`config.mk`:
```
export PLATFORM = sky130hd
export DESIGN_NAME = tick_history_ring_lookup
export DESIGN_NICKNAME = d
export VERILOG_FILES = /design/src/thrl_pkg.sv /design/src/thrl_ram.sv /design/src/thrl_seq.sv /design/src/tick_history_ring_lookup.sv
export SDC_FILE = /design/constraint.sdc
export NUM_CORES = 2
export LEC_CHECK = 0
export ABC_AREA = 1
export BUFFER_PORTS_ARGS = -buffer_cell sky130_fd_sc_hd__buf_2
export CAP_MARGIN = 0
export CORE_MARGIN = 8
export CORE_UTILIZATION = 30
export CTS_BUF_LIST = sky130_fd_sc_hd__clkbuf_4 sky130_fd_sc_hd__clkbuf_8 sky130_fd_sc_hd__clkbuf_16
export DETAILED_ROUTE_END_ITERATION = 12
export SETUP_SLACK_MARGIN = 0.05
export SYNTH_ARGS = -nofsm -noshare
export SYNTH_HDL_FRONTEND = slang
export SYNTH_SLANG_ARGS = --single-unit
```
`constraint.sdc`:
```
create_clock -name clock -period 8.65 [get_ports clock]
set_clock_uncertainty 0.15 [all_clocks]
set_input_delay 1.73 -clock clock [delete_from_list [all_inputs] [get_ports clock]]
set_output_delay 1.73 -clock clock [all_outputs]
set_load 0.05 [all_outputs]
```
`src/thrl_pkg.sv`:
```
// Package with shared constants, request codes, sequencer states and the result record.
`default_nettype none

package thrl_pkg;

   localparam int DEPTH   = 16;
   localparam int IDX_W   = $clog2(DEPTH);
   localparam int LIVE_W  = $clog2(DEPTH + 1);
   localparam int TICK_W  = 32;
   localparam int TIME_W  = 32;
   localparam int AGE_W   = 16;
   localparam int COUNT_W = 5;
   localparam int ENTRY_W = TICK_W + TIME_W;

   localparam logic [1:0] REQ_STORE  = 2'd0;
   localparam logic [1:0] REQ_LOOKUP = 2'd1;
   localparam logic [1:0] REQ_EXPIRE = 2'd2;

   localparam logic [AGE_W-1:0] MAX_AGE_RESET = AGE_W'(1000);

   typedef enum logic [2:0] {
      ST_IDLE,
      ST_STORE_RD,
      ST_STORE_WR,
      ST_SCAN,
      ST_DRAIN,
      ST_DONE
   } state_type;

   typedef struct packed {
      logic               found;
      logic [TICK_W-1:0]  found_tick;
      logic [TIME_W-1:0]  found_time_ms;
      logic               in_window;
      logic [COUNT_W-1:0] valid_count;
   } result_type;

endpackage

`default_nettype wire

```
`src/thrl_ram.sv`:
```
// Generic single-port-write, single-port-read synchronous RAM with registered read data.
`default_nettype none

module thrl_ram #(
   parameter int WIDTH = 64,
   parameter int DEPTH = 16
) (
   input  wire logic                     clock,
   input  wire logic                     wr_en,
   input  wire logic [$clog2(DEPTH)-1:0] wr_addr,
   input  wire logic [WIDTH-1:0]         wr_data,
   input  wire logic                     rd_en,
   input  wire logic [$clog2(DEPTH)-1:0] rd_addr,
   output logic      [WIDTH-1:0]         rd_data
);

   logic [WIDTH-1:0] mem [DEPTH];
   logic [WIDTH-1:0] rd_data_ff;

   always_ff @(posedge clock) begin
      if (wr_en) begin
         mem[wr_addr] <= wr_data;
      end
      if (rd_en) begin
         rd_data_ff <= mem[rd_addr];
      end
   end

   assign rd_data = rd_data_ff;

endmodule

`default_nettype wire

```
`src/thrl_seq.sv`:
```
// Sequencer that stores entries, scans the ring for lookups and expiry, and keeps the bookkeeping.
`default_nettype none

module thrl_seq (
   input  wire logic                          clock,
   input  wire logic                          reset,
   input  wire logic                          in_valid,
   output logic                               in_ready,
   input  wire logic [1:0]                    in_type,
   input  wire logic [thrl_pkg::TICK_W-1:0]   in_tick,
   input  wire logic [thrl_pkg::TIME_W-1:0]   in_now_ms,
   input  wire logic [thrl_pkg::AGE_W-1:0]    max_age_ms,
   output logic                               out_valid,
   input  wire logic                          out_ready,
   output thrl_pkg::result_type               out_result,
   output logic                               ram_wr_en,
   output logic [thrl_pkg::IDX_W-1:0]         ram_wr_addr,
   output logic [thrl_pkg::ENTRY_W-1:0]       ram_wr_data,
   output logic                               ram_rd_en,
   output logic [thrl_pkg::IDX_W-1:0]         ram_rd_addr,
   input  wire logic [thrl_pkg::ENTRY_W-1:0]  ram_rd_data
);

   thrl_pkg::state_type                 state_ff, state_in;
   logic [thrl_pkg::IDX_W-1:0]          idx_ff, idx_in;
   logic                                chk_valid_ff, chk_valid_in;
   logic [thrl_pkg::IDX_W-1:0]          chk_idx_ff, chk_idx_in;
   logic [1:0]                          op_ff, op_in;
   logic [thrl_pkg::TICK_W-1:0]         tick_ff, tick_in;
   logic [thrl_pkg::TIME_W-1:0]         time_ff, time_in;
   logic                                found_ff, found_in;
   logic [thrl_pkg::TICK_W-1:0]         best_tick_ff, best_tick_in;
   logic [thrl_pkg::TIME_W-1:0]         best_time_ff, best_time_in;
   logic [thrl_pkg::DEPTH-1:0]          valid_ff, valid_in;
   logic [thrl_pkg::IDX_W-1:0]          pos_ff, pos_in;
   logic [thrl_pkg::LIVE_W-1:0]         live_ff, live_in;
   logic [thrl_pkg::TICK_W-1:0]         oldest_ff, oldest_in;
   logic [thrl_pkg::TICK_W-1:0]         newest_ff, newest_in;

   logic [thrl_pkg::TICK_W-1:0]         rd_tick;
   logic [thrl_pkg::TIME_W-1:0]         rd_time;
   logic [thrl_pkg::IDX_W-1:0]          next_pos;
   logic [thrl_pkg::TIME_W-1:0]         age_ext;
   logic [thrl_pkg::TIME_W-1:0]         cutoff;
   logic [thrl_pkg::LIVE_W-1:0]         live_new;

   assign rd_tick = ram_rd_data[thrl_pkg::ENTRY_W-1:thrl_pkg::TIME_W];
   assign rd_time = ram_rd_data[thrl_pkg::TIME_W-1:0];
   assign next_pos = (pos_ff == thrl_pkg::IDX_W'(thrl_pkg::DEPTH - 1)) ?
                     '0 : thrl_pkg::IDX_W'(pos_ff + 1'b1);
   assign age_ext = thrl_pkg::TIME_W'(max_age_ms);
   assign cutoff  = (in_now_ms >= age_ext) ? (in_now_ms - age_ext) : '0;
   assign live_new = (!valid_ff[pos_ff] && (live_ff < thrl_pkg::LIVE_W'(thrl_pkg::DEPTH))) ?
                     thrl_pkg::LIVE_W'(live_ff + 1'b1) : live_ff;

   always_ff @(posedge clock) begin
      if (reset) begin
         state_ff     <= thrl_pkg::ST_IDLE;
         chk_valid_ff <= 1'b0;
         valid_ff     <= '0;
         pos_ff       <= '0;
         live_ff      <= '0;
         oldest_ff    <= '0;
         newest_ff    <= '0;
      end else begin
         state_ff     <= state_in;
         chk_valid_ff <= chk_valid_in;
         valid_ff     <= valid_in;
         pos_ff       <= pos_in;
         live_ff      <= live_in;
         oldest_ff    <= oldest_in;
         newest_ff    <= newest_in;
      end
      idx_ff       <= idx_in;
      chk_idx_ff   <= chk_idx_in;
      op_ff        <= op_in;
      tick_ff      <= tick_in;
      time_ff      <= time_in;
      found_ff     <= found_in;
      best_tick_ff <= best_tick_in;
      best_time_ff <= best_time_in;
   end

   always_comb begin
      state_in     = state_ff;
      idx_in       = idx_ff;
      chk_valid_in = 1'b0;
      chk_idx_in   = chk_idx_ff;
      op_in        = op_ff;
      tick_in      = tick_ff;
      time_in      = time_ff;
      found_in     = found_ff;
      best_tick_in = best_tick_ff;
      best_time_in = best_time_ff;
      valid_in     = valid_ff;
      pos_in       = pos_ff;
      live_in      = live_ff;
      oldest_in    = oldest_ff;
      newest_in    = newest_ff;
      in_ready     = 1'b0;
      out_valid    = 1'b0;
      ram_wr_en    = 1'b0;
      ram_wr_addr  = pos_ff;
      ram_wr_data  = {tick_ff, time_ff};
      ram_rd_en    = 1'b0;
      ram_rd_addr  = idx_ff;

      // The entry read in the previous cycle is judged here.
      if (chk_valid_ff && valid_ff[chk_idx_ff]) begin
         if (op_ff == thrl_pkg::REQ_LOOKUP && rd_tick <= tick_ff &&
             (!found_ff || rd_tick > best_tick_ff)) begin
            found_in     = 1'b1;
            best_tick_in = rd_tick;
            best_time_in = rd_time;
         end
         if (op_ff == thrl_pkg::REQ_EXPIRE && rd_time < time_ff) begin
            valid_in[chk_idx_ff] = 1'b0;
            live_in = thrl_pkg::LIVE_W'(live_ff - 1'b1);
         end
      end

      case (state_ff)
         thrl_pkg::ST_IDLE: begin
            in_ready = 1'b1;
            if (in_valid) begin
               op_in        = in_type;
               tick_in      = in_tick;
               time_in      = (in_type == thrl_pkg::REQ_EXPIRE) ? cutoff : in_now_ms;
               found_in     = 1'b0;
               best_tick_in = '0;
               best_time_in = '0;
               idx_in       = '0;
               if (in_type == thrl_pkg::REQ_STORE) begin
                  state_in = thrl_pkg::ST_STORE_RD;
               end else if (in_type == thrl_pkg::REQ_LOOKUP ||
                            in_type == thrl_pkg::REQ_EXPIRE) begin
                  state_in = thrl_pkg::ST_SCAN;
               end else begin
                  state_in = thrl_pkg::ST_DONE;
               end
            end
         end
         thrl_pkg::ST_STORE_RD: begin
            ram_rd_en   = 1'b1;
            ram_rd_addr = next_pos;
            state_in    = thrl_pkg::ST_STORE_WR;
         end
         thrl_pkg::ST_STORE_WR: begin
            ram_wr_en        = 1'b1;
            valid_in[pos_ff] = 1'b1;
            live_in          = live_new;
            newest_in        = tick_ff;
            if (live_new == thrl_pkg::LIVE_W'(thrl_pkg::DEPTH)) begin
               oldest_in = rd_tick;
            end else if (live_new == thrl_pkg::LIVE_W'(1)) begin
               oldest_in = tick_ff;
            end
            pos_in   = next_pos;
            state_in = thrl_pkg::ST_DONE;
         end
         thrl_pkg::ST_SCAN: begin
            ram_rd_en    = 1'b1;
            ram_rd_addr  = idx_ff;
            chk_valid_in = 1'b1;
            chk_idx_in   = idx_ff;
            idx_in       = thrl_pkg::IDX_W'(idx_ff + 1'b1);
            if (idx_ff == thrl_pkg::IDX_W'(thrl_pkg::DEPTH - 1)) begin
               state_in = thrl_pkg::ST_DRAIN;
            end
         end
         thrl_pkg::ST_DRAIN: begin
            state_in = thrl_pkg::ST_DONE;
         end
         thrl_pkg::ST_DONE: begin
            out_valid = 1'b1;
            if (out_ready) begin
               state_in = thrl_pkg::ST_IDLE;
            end
         end
         default: begin
            state_in = thrl_pkg::ST_IDLE;
         end
      endcase
   end

   always_comb begin
      out_result.found         = found_ff;
      out_result.found_tick    = best_tick_ff;
      out_result.found_time_ms = best_time_ff;
      out_result.in_window     = (op_ff == thrl_pkg::REQ_LOOKUP) && (tick_ff >= oldest_ff) &&
                                 (tick_ff <= newest_ff) && (live_ff != '0);
      out_result.valid_count   = thrl_pkg::COUNT_W'(live_ff);
   end

endmodule

`default_nettype wire

```
`src/tick_history_ring_lookup.sv`:
```
// Top level of the tick history ring: configuration register, entry RAM, sequencer, result register.
//
// Usage: request beats arrive on req_valid/req_ready with req_type (store, lookup, expire),
// req_tick and req_now_ms. Each request gives exactly one response beat on
// rsp_valid/rsp_ready. The age limit is written through csr_wr_en/csr_wr_data while idle.
// One request is in flight at a time. A store reads the next slot's tick and then writes
// the entry back before its response. A lookup or an expire scans all DEPTH entries,
// reading one RAM entry per cycle through its single read port, then passes a drain
// state. An unused request code goes straight to its response. The next request can
// be accepted in the cycle after the response is loaded into the output register.
// Reset empties the ring at once (valid marks cleared), sets the age limit to 1000 ms
// and drops any pending response; no clearing pass is needed.
// The response sits in an output register; while the receiver stalls, a further request
// is still accepted and processed, and its result waits until the register is free.
`default_nettype none

module tick_history_ring_lookup (
   input  wire logic                                clock,
   input  wire logic                                reset,
   input  wire logic                                req_valid,
   output logic                                     req_ready,
   input  wire logic [1:0]                          req_type,
   input  wire logic [thrl_pkg::TICK_W-1:0]         req_tick,
   input  wire logic [thrl_pkg::TIME_W-1:0]         req_now_ms,
   output logic                                     rsp_valid,
   input  wire logic                                rsp_ready,
   output logic                                     rsp_found,
   output logic [thrl_pkg::TICK_W-1:0]              rsp_found_tick,
   output logic [thrl_pkg::TIME_W-1:0]              rsp_found_time_ms,
   output logic                                     rsp_in_window,
   output logic [thrl_pkg::COUNT_W-1:0]             rsp_valid_count,
   input  wire logic                                csr_wr_en,
   input  wire logic [thrl_pkg::AGE_W-1:0]          csr_wr_data
);

   logic [thrl_pkg::AGE_W-1:0]   max_age_ff;
   logic                         rsp_valid_ff, rsp_valid_in;
   thrl_pkg::result_type         rsp_ff, rsp_in;
   thrl_pkg::result_type         seq_result;
   logic                         seq_valid;
   logic                         seq_ready;
   logic                         ram_wr_en;
   logic [thrl_pkg::IDX_W-1:0]   ram_wr_addr;
   logic [thrl_pkg::ENTRY_W-1:0] ram_wr_data;
   logic                         ram_rd_en;
   logic [thrl_pkg::IDX_W-1:0]   ram_rd_addr;
   logic [thrl_pkg::ENTRY_W-1:0] ram_rd_data;

   thrl_ram #(
      .WIDTH (thrl_pkg::ENTRY_W),
      .DEPTH (thrl_pkg::DEPTH)
   ) u_ram (
      .clock   (clock),
      .wr_en   (ram_wr_en),
      .wr_addr (ram_wr_addr),
      .wr_data (ram_wr_data),
      .rd_en   (ram_rd_en),
      .rd_addr (ram_rd_addr),
      .rd_data (ram_rd_data)
   );

   thrl_seq u_seq (
      .clock       (clock),
      .reset       (reset),
      .in_valid    (req_valid),
      .in_ready    (req_ready),
      .in_type     (req_type),
      .in_tick     (req_tick),
      .in_now_ms   (req_now_ms),
      .max_age_ms  (max_age_ff),
      .out_valid   (seq_valid),
      .out_ready   (seq_ready),
      .out_result  (seq_result),
      .ram_wr_en   (ram_wr_en),
      .ram_wr_addr (ram_wr_addr),
      .ram_wr_data (ram_wr_data),
      .ram_rd_en   (ram_rd_en),
      .ram_rd_addr (ram_rd_addr),
      .ram_rd_data (ram_rd_data)
   );

   assign seq_ready = !rsp_valid_ff || rsp_ready;

   always_comb begin
      rsp_valid_in = rsp_valid_ff;
      rsp_in       = rsp_ff;
      if (seq_ready) begin
         rsp_valid_in = seq_valid;
         if (seq_valid) begin
            rsp_in = seq_result;
         end
      end
   end

   always_ff @(posedge clock) begin
      if (reset) begin
         max_age_ff   <= thrl_pkg::MAX_AGE_RESET;
         rsp_valid_ff <= 1'b0;
      end else begin
         if (csr_wr_en) begin
            max_age_ff <= csr_wr_data;
         end
         rsp_valid_ff <= rsp_valid_in;
      end
      rsp_ff <= rsp_in;
   end

   assign rsp_valid         = rsp_valid_ff;
   assign rsp_found         = rsp_ff.found;
   assign rsp_found_tick    = rsp_ff.found_tick;
   assign rsp_found_time_ms = rsp_ff.found_time_ms;
   assign rsp_in_window     = rsp_ff.in_window;
   assign rsp_valid_count   = rsp_ff.valid_count;

`ifndef ASSERT_OFF
   a_one_in_flight: assert property (@(posedge clock) disable iff (reset)
      req_valid && req_ready |=> !req_ready)
      else $error("request accepted while another was in flight");

   a_count_bound: assert property (@(posedge clock) disable iff (reset)
      rsp_valid |-> rsp_valid_count <= thrl_pkg::COUNT_W'(thrl_pkg::DEPTH))
      else $error("valid count exceeds ring depth");

   a_miss_zero: assert property (@(posedge clock) disable iff (reset)
      rsp_valid && !rsp_found |-> rsp_found_tick == '0 && rsp_found_time_ms == '0)
      else $error("miss carries a nonzero entry");

   a_window_nonempty: assert property (@(posedge clock) disable iff (reset)
      rsp_valid && rsp_in_window |-> rsp_valid_count != '0)
      else $error("window hit reported on an empty ring");
`endif

endmodule

`default_nettype wire
```
==> impl_metrics.tcl <==
set metrics [dict create \
    status "finished clean" \
    async_flop_share 0 \
    power.switching_mw 8.20 \
    drive_gt1_frac 0.0918 \
    r2r-end "u_ram.rd_data[3]$_DFFE_PP_" \
    yosys_warnings 0 \
    cts.sinks 1408 \
    utilization 0.345 \
    dieArea_um2 219000 \
    h-tree-depth 4 \
    ioPinCount 160 \
    via_per_inst 4.78 \
    relSlewSlack 0.209 \
    fmax_mhz 216 \
    syn-mean-instance-area_um2 11.0 \
    comb_power_share 0.305 \
    synth_top_family_by_area "compound AO/OA/AOI/OAI gates" \
    grt_pass1_vias 38500 \
    drv_cap 0 \
    fp.dieW_um 468 \
    synthSimpleGateAreaFrac 0.108 \
    synth-compound-area-share 0.112 \
    drt_pass1_iterations 5 \
    io_buffers 159 \
    routed_wl_mm 164 \
    drt_iter0_markers 3659 \
    post-route-period-util 0.534 \
    fp.coreArea_um2 203000 \
    yosysSeqAreaShare 0.662 \
    r2r_start "u_seq.ram_wr_addr[0]$_SDFFE_PP0P_" \
    grt-ovfl-total 0 \
    synth-xor-area-share 0.00358 \
    p_int_mw 14.1 \
    rsz0062_at_grt "no" \
    design_area_um2 69800 \
    placed_cells 8181 \
    post_drt_wl_per_cell_um 19.4 \
    worst_path_max_delay_cell "buf_4" \
    tns_ns 0 \
    synth_fa_ha_area_frac 0.0382 \
    drtAntennaViolNets 0 \
    synth_flop_cell "edfxtp_1" \
    ir_drop_v 0.000237 \
    min_path_type "register to register" \
    ctsResizeCount 0 \
    grt_pass1_wl_mm 244 \
    synthMuxAreaShare 0 \
    netlist_instances 5564 \
    synth-edff-count 1233 \
    cts-root-buf "clkbuf_16" \
    post-dp-hpwl_mm 94.2 \
    clkSlewWorstSetupHoldPaths_ns 0.06 \
    critPathArrivalTime_ns 5.00 \
    setup_viol 0 \
    path_buf_inv 4 \
    critical_path.top_delay_family "buffers and inverters" \
    power_density_nw_per_um2 320 \
    initial_utilization 0.302 \
    synth.distinct_cells 50 \
    hold_end "rsp_found_time_ms[7]$_DFFE_PP_" \
    final_nets 5932 \
    n_fill_cell 19900 \
    critPathMaxStageDelay_ns 0.90 \
    crit_required_ns 9.03 \
    die-height_um 468 \
    postPlaceCellArea_um2 64800 \
    grt_util_all_layers 0.146 \
    place_congestion 0.824 \
    p_clk_frac 0.286 \
    maxSlewViolCount 0 \
    path_common_cell "nand2_1" \
    hold_path_depth 0 \
    num_rows 165 \
    cts_made_buffers 148 \
    crit_type "register to register" \
    finalHoldViolCount 0 \
    antenna_found_initial 13 \
    layout.cells.non_filler 8459 \
    path_cells "ha_1 -> inv_1 -> nor2_1 -> inv_1 -> nand2_1 -> nand2_1 -> o21ai_4 -> buf_4 -> buf_4 -> nand2_1 -> o211ai_1 -> nand3_1 -> nand3_1 -> nand2_1" \
    setup.worst_path.end_class "register" \
    cts_tree "yes" \
    min_period_ns 4.62 \
    syn_nets 5837 \
    synth_seq_cells 1408 \
    ctsLongestPathBuffers 3 \
    clk_latency_ns 0.80 \
    hold_start "u_seq.best_time_ff[7]$_DFF_P_" \
    worst_pin_slew_ns 1.18 \
    vias 40400 \
    cts_setup_buffers 0 \
    power_leakage_nw 26.7 \
    synth.cell_area_um2 61200 \
    critPathLaunchType "register" \
    grt_max_degree 211 \
    rr_worst_depth 14 \
    syn_to_final_growth_pct 14.1 \
    drc 0 \
    swShare 0.367 \
    path_max_fanout 125 \
    seq_power_share 0.409 \
    r2r_slack_ns 4.03 \
    hold_buffers 0 \
]
## cells in the final DEF, fill, tap and decap left out, drive strengths merged, types with 4 or more instances in the layout
| cell | count |
|---|---|
| a31oi | 6 |
| o21ai | 408 |
| a21oi | 517 |
| a22oi | 8 |
| o211ai | 242 |
| xnor2 | 13 |
| clkinv | 68 |
| clkinvlp | 4 |
| dfxtp | 175 |
| buf | 232 |
| o221ai | 12 |
| nor3 | 27 |
| nor4 | 8 |
| xor2 | 12 |
| nand2 | 758 |
| inv | 892 |
| ha | 185 |
| a211oi | 6 |
| edfxtp | 1233 |
| o21a | 7 |
| nor2 | 270 |
| bufinv | 8 |
| nand3 | 464 |
| nand4 | 18 |
| clkbuf | 188 |
## layout make-up
type | count | area (um2) | share of cell area
tap | 2672 | 3340 | 0.0479
inverter | 885 | 3330 | 0.0478
timing repair buffer | 232 | 1420 | 0.0203
sequential | 1408 | 40500 | 0.581
antenna | 3 | 7.51 | 0.000108
clock inverter | 87 | 908 | 0.0130
clock buffer | 188 | 4040 | 0.0579
multi-input combinational | 2984 | 16200 | 0.232
## layer usage
metal,track usage,vias up,part of all wire
met5,0,-,0.00016
met4,0.0494,4,0.030
met3,0.0240,259,0.062
met2,0.242,1178,0.47
met1,0.194,19500,0.44
li1,-,19500,-
## worst register-to-register path: cells and delay by family, from the launching register on
kind | cells | cell delay [ns]
AOI/OAI and AO/OA | 2 | 0.60
adders and majority gates | 1 | 0.26
buffers and inverters | 4 | 1.87
DFF | 1 | 0.57
and+or+nand+nor | 7 | 0.89
## synth_stat cells (all sizes together) (7+ instances only)
cell	count	share of area
inv	882	0.054
a21oi	517	0.043
nand2	758	0.047
edfxtp	1233	0.61
a22oi	8	0.00098
buf	153	0.013
nor4	8	0.00082
xor2	12	0.0017
ha	185	0.038
nor2	270	0.017
nand4	18	0.0018
clkbuf	134	0.0082
nor3	27	0.0023
nand3	464	0.038
dfxtp	175	0.057
o21a	7	0.00086
o21ai	408	0.033
o211ai	242	0.030
o221ai	12	0.0017
xnor2	13	0.0019
## through the flow
| stage | hold slack (ns) | setup slack, ns | power [mW] |
|---|---|---|---|
| 6_report | 0.283 | 4.03 | 22.3 |
| 5_1_grt | 0.296 | 3.61 | 23.7 |
| 4_1_cts | 0.282 | 4.06 | 22.5 |
| 3_5_place_dp | 0.267 | 3.94 | 16.1 |
| 3_3_place_gp | 0.268 | 3.83 | 16.0 |
| 2_1_floorplan | 0.256 | 2.34 | 14.0 |
## power groups by stage
stage,sequential (mW),clock (mW),combinational (mW)
floorplan,9.09,0,4.87
global placement,9.25,0,6.70
detailed placement,9.27,0,6.82
CTS,9.14,6.52,6.85
global route,9.20,6.77,7.70
finish,9.13,6.39,6.80
## cell families (layout without fill, tap and decap cells)
logic type,Yosys count,in the layout
compound gates,1219,1219
fa+ha+maj,186,186
other cells,0,3
flops,1408,1408
buf+inv,1172,1392
xor+xnor,25,25
simple gates,1554,1554
## worst max path at each step
stage,slack [ns],to,startpoint,cells past startpoint
finish,4.03,u_ram.rd_data[3]$_DFFE_PP_,u_seq.ram_wr_addr[0]$_SDFFE_PP0P_,14
global route,3.61,u_ram.rd_data[6]$_DFFE_PP_,u_seq.ram_wr_addr[0]$_SDFFE_PP0P_,14
CTS,4.06,u_seq.best_time_ff[25]$_DFF_P_,u_ram.rd_data[63]$_DFFE_PP_,13
detailed placement,3.94,u_seq.time_ff[31]$_DFFE_PP_,req_type[0],10
global placement,3.83,u_seq.time_ff[31]$_DFFE_PP_,req_type[0],10
floorplan,2.34,rsp_found$_DFFE_PP_,rsp_ready,2
## sequential cells by signal (all words and copies together) (netlist names), 32 cells and up
name and flops:
u_seq.tick_ff 32, u_seq.best_time_ff 32, u_ram.mem 1024, rsp_found_tick 32, rsp_found_time_ms 32, u_seq.newest_ff 32
u_seq.best_tick_ff 32, u_seq.time_ff 32, u_seq.oldest_ff 32, u_ram.rd_data 64
Note: power is estimated with default switching activity, not from simulation.
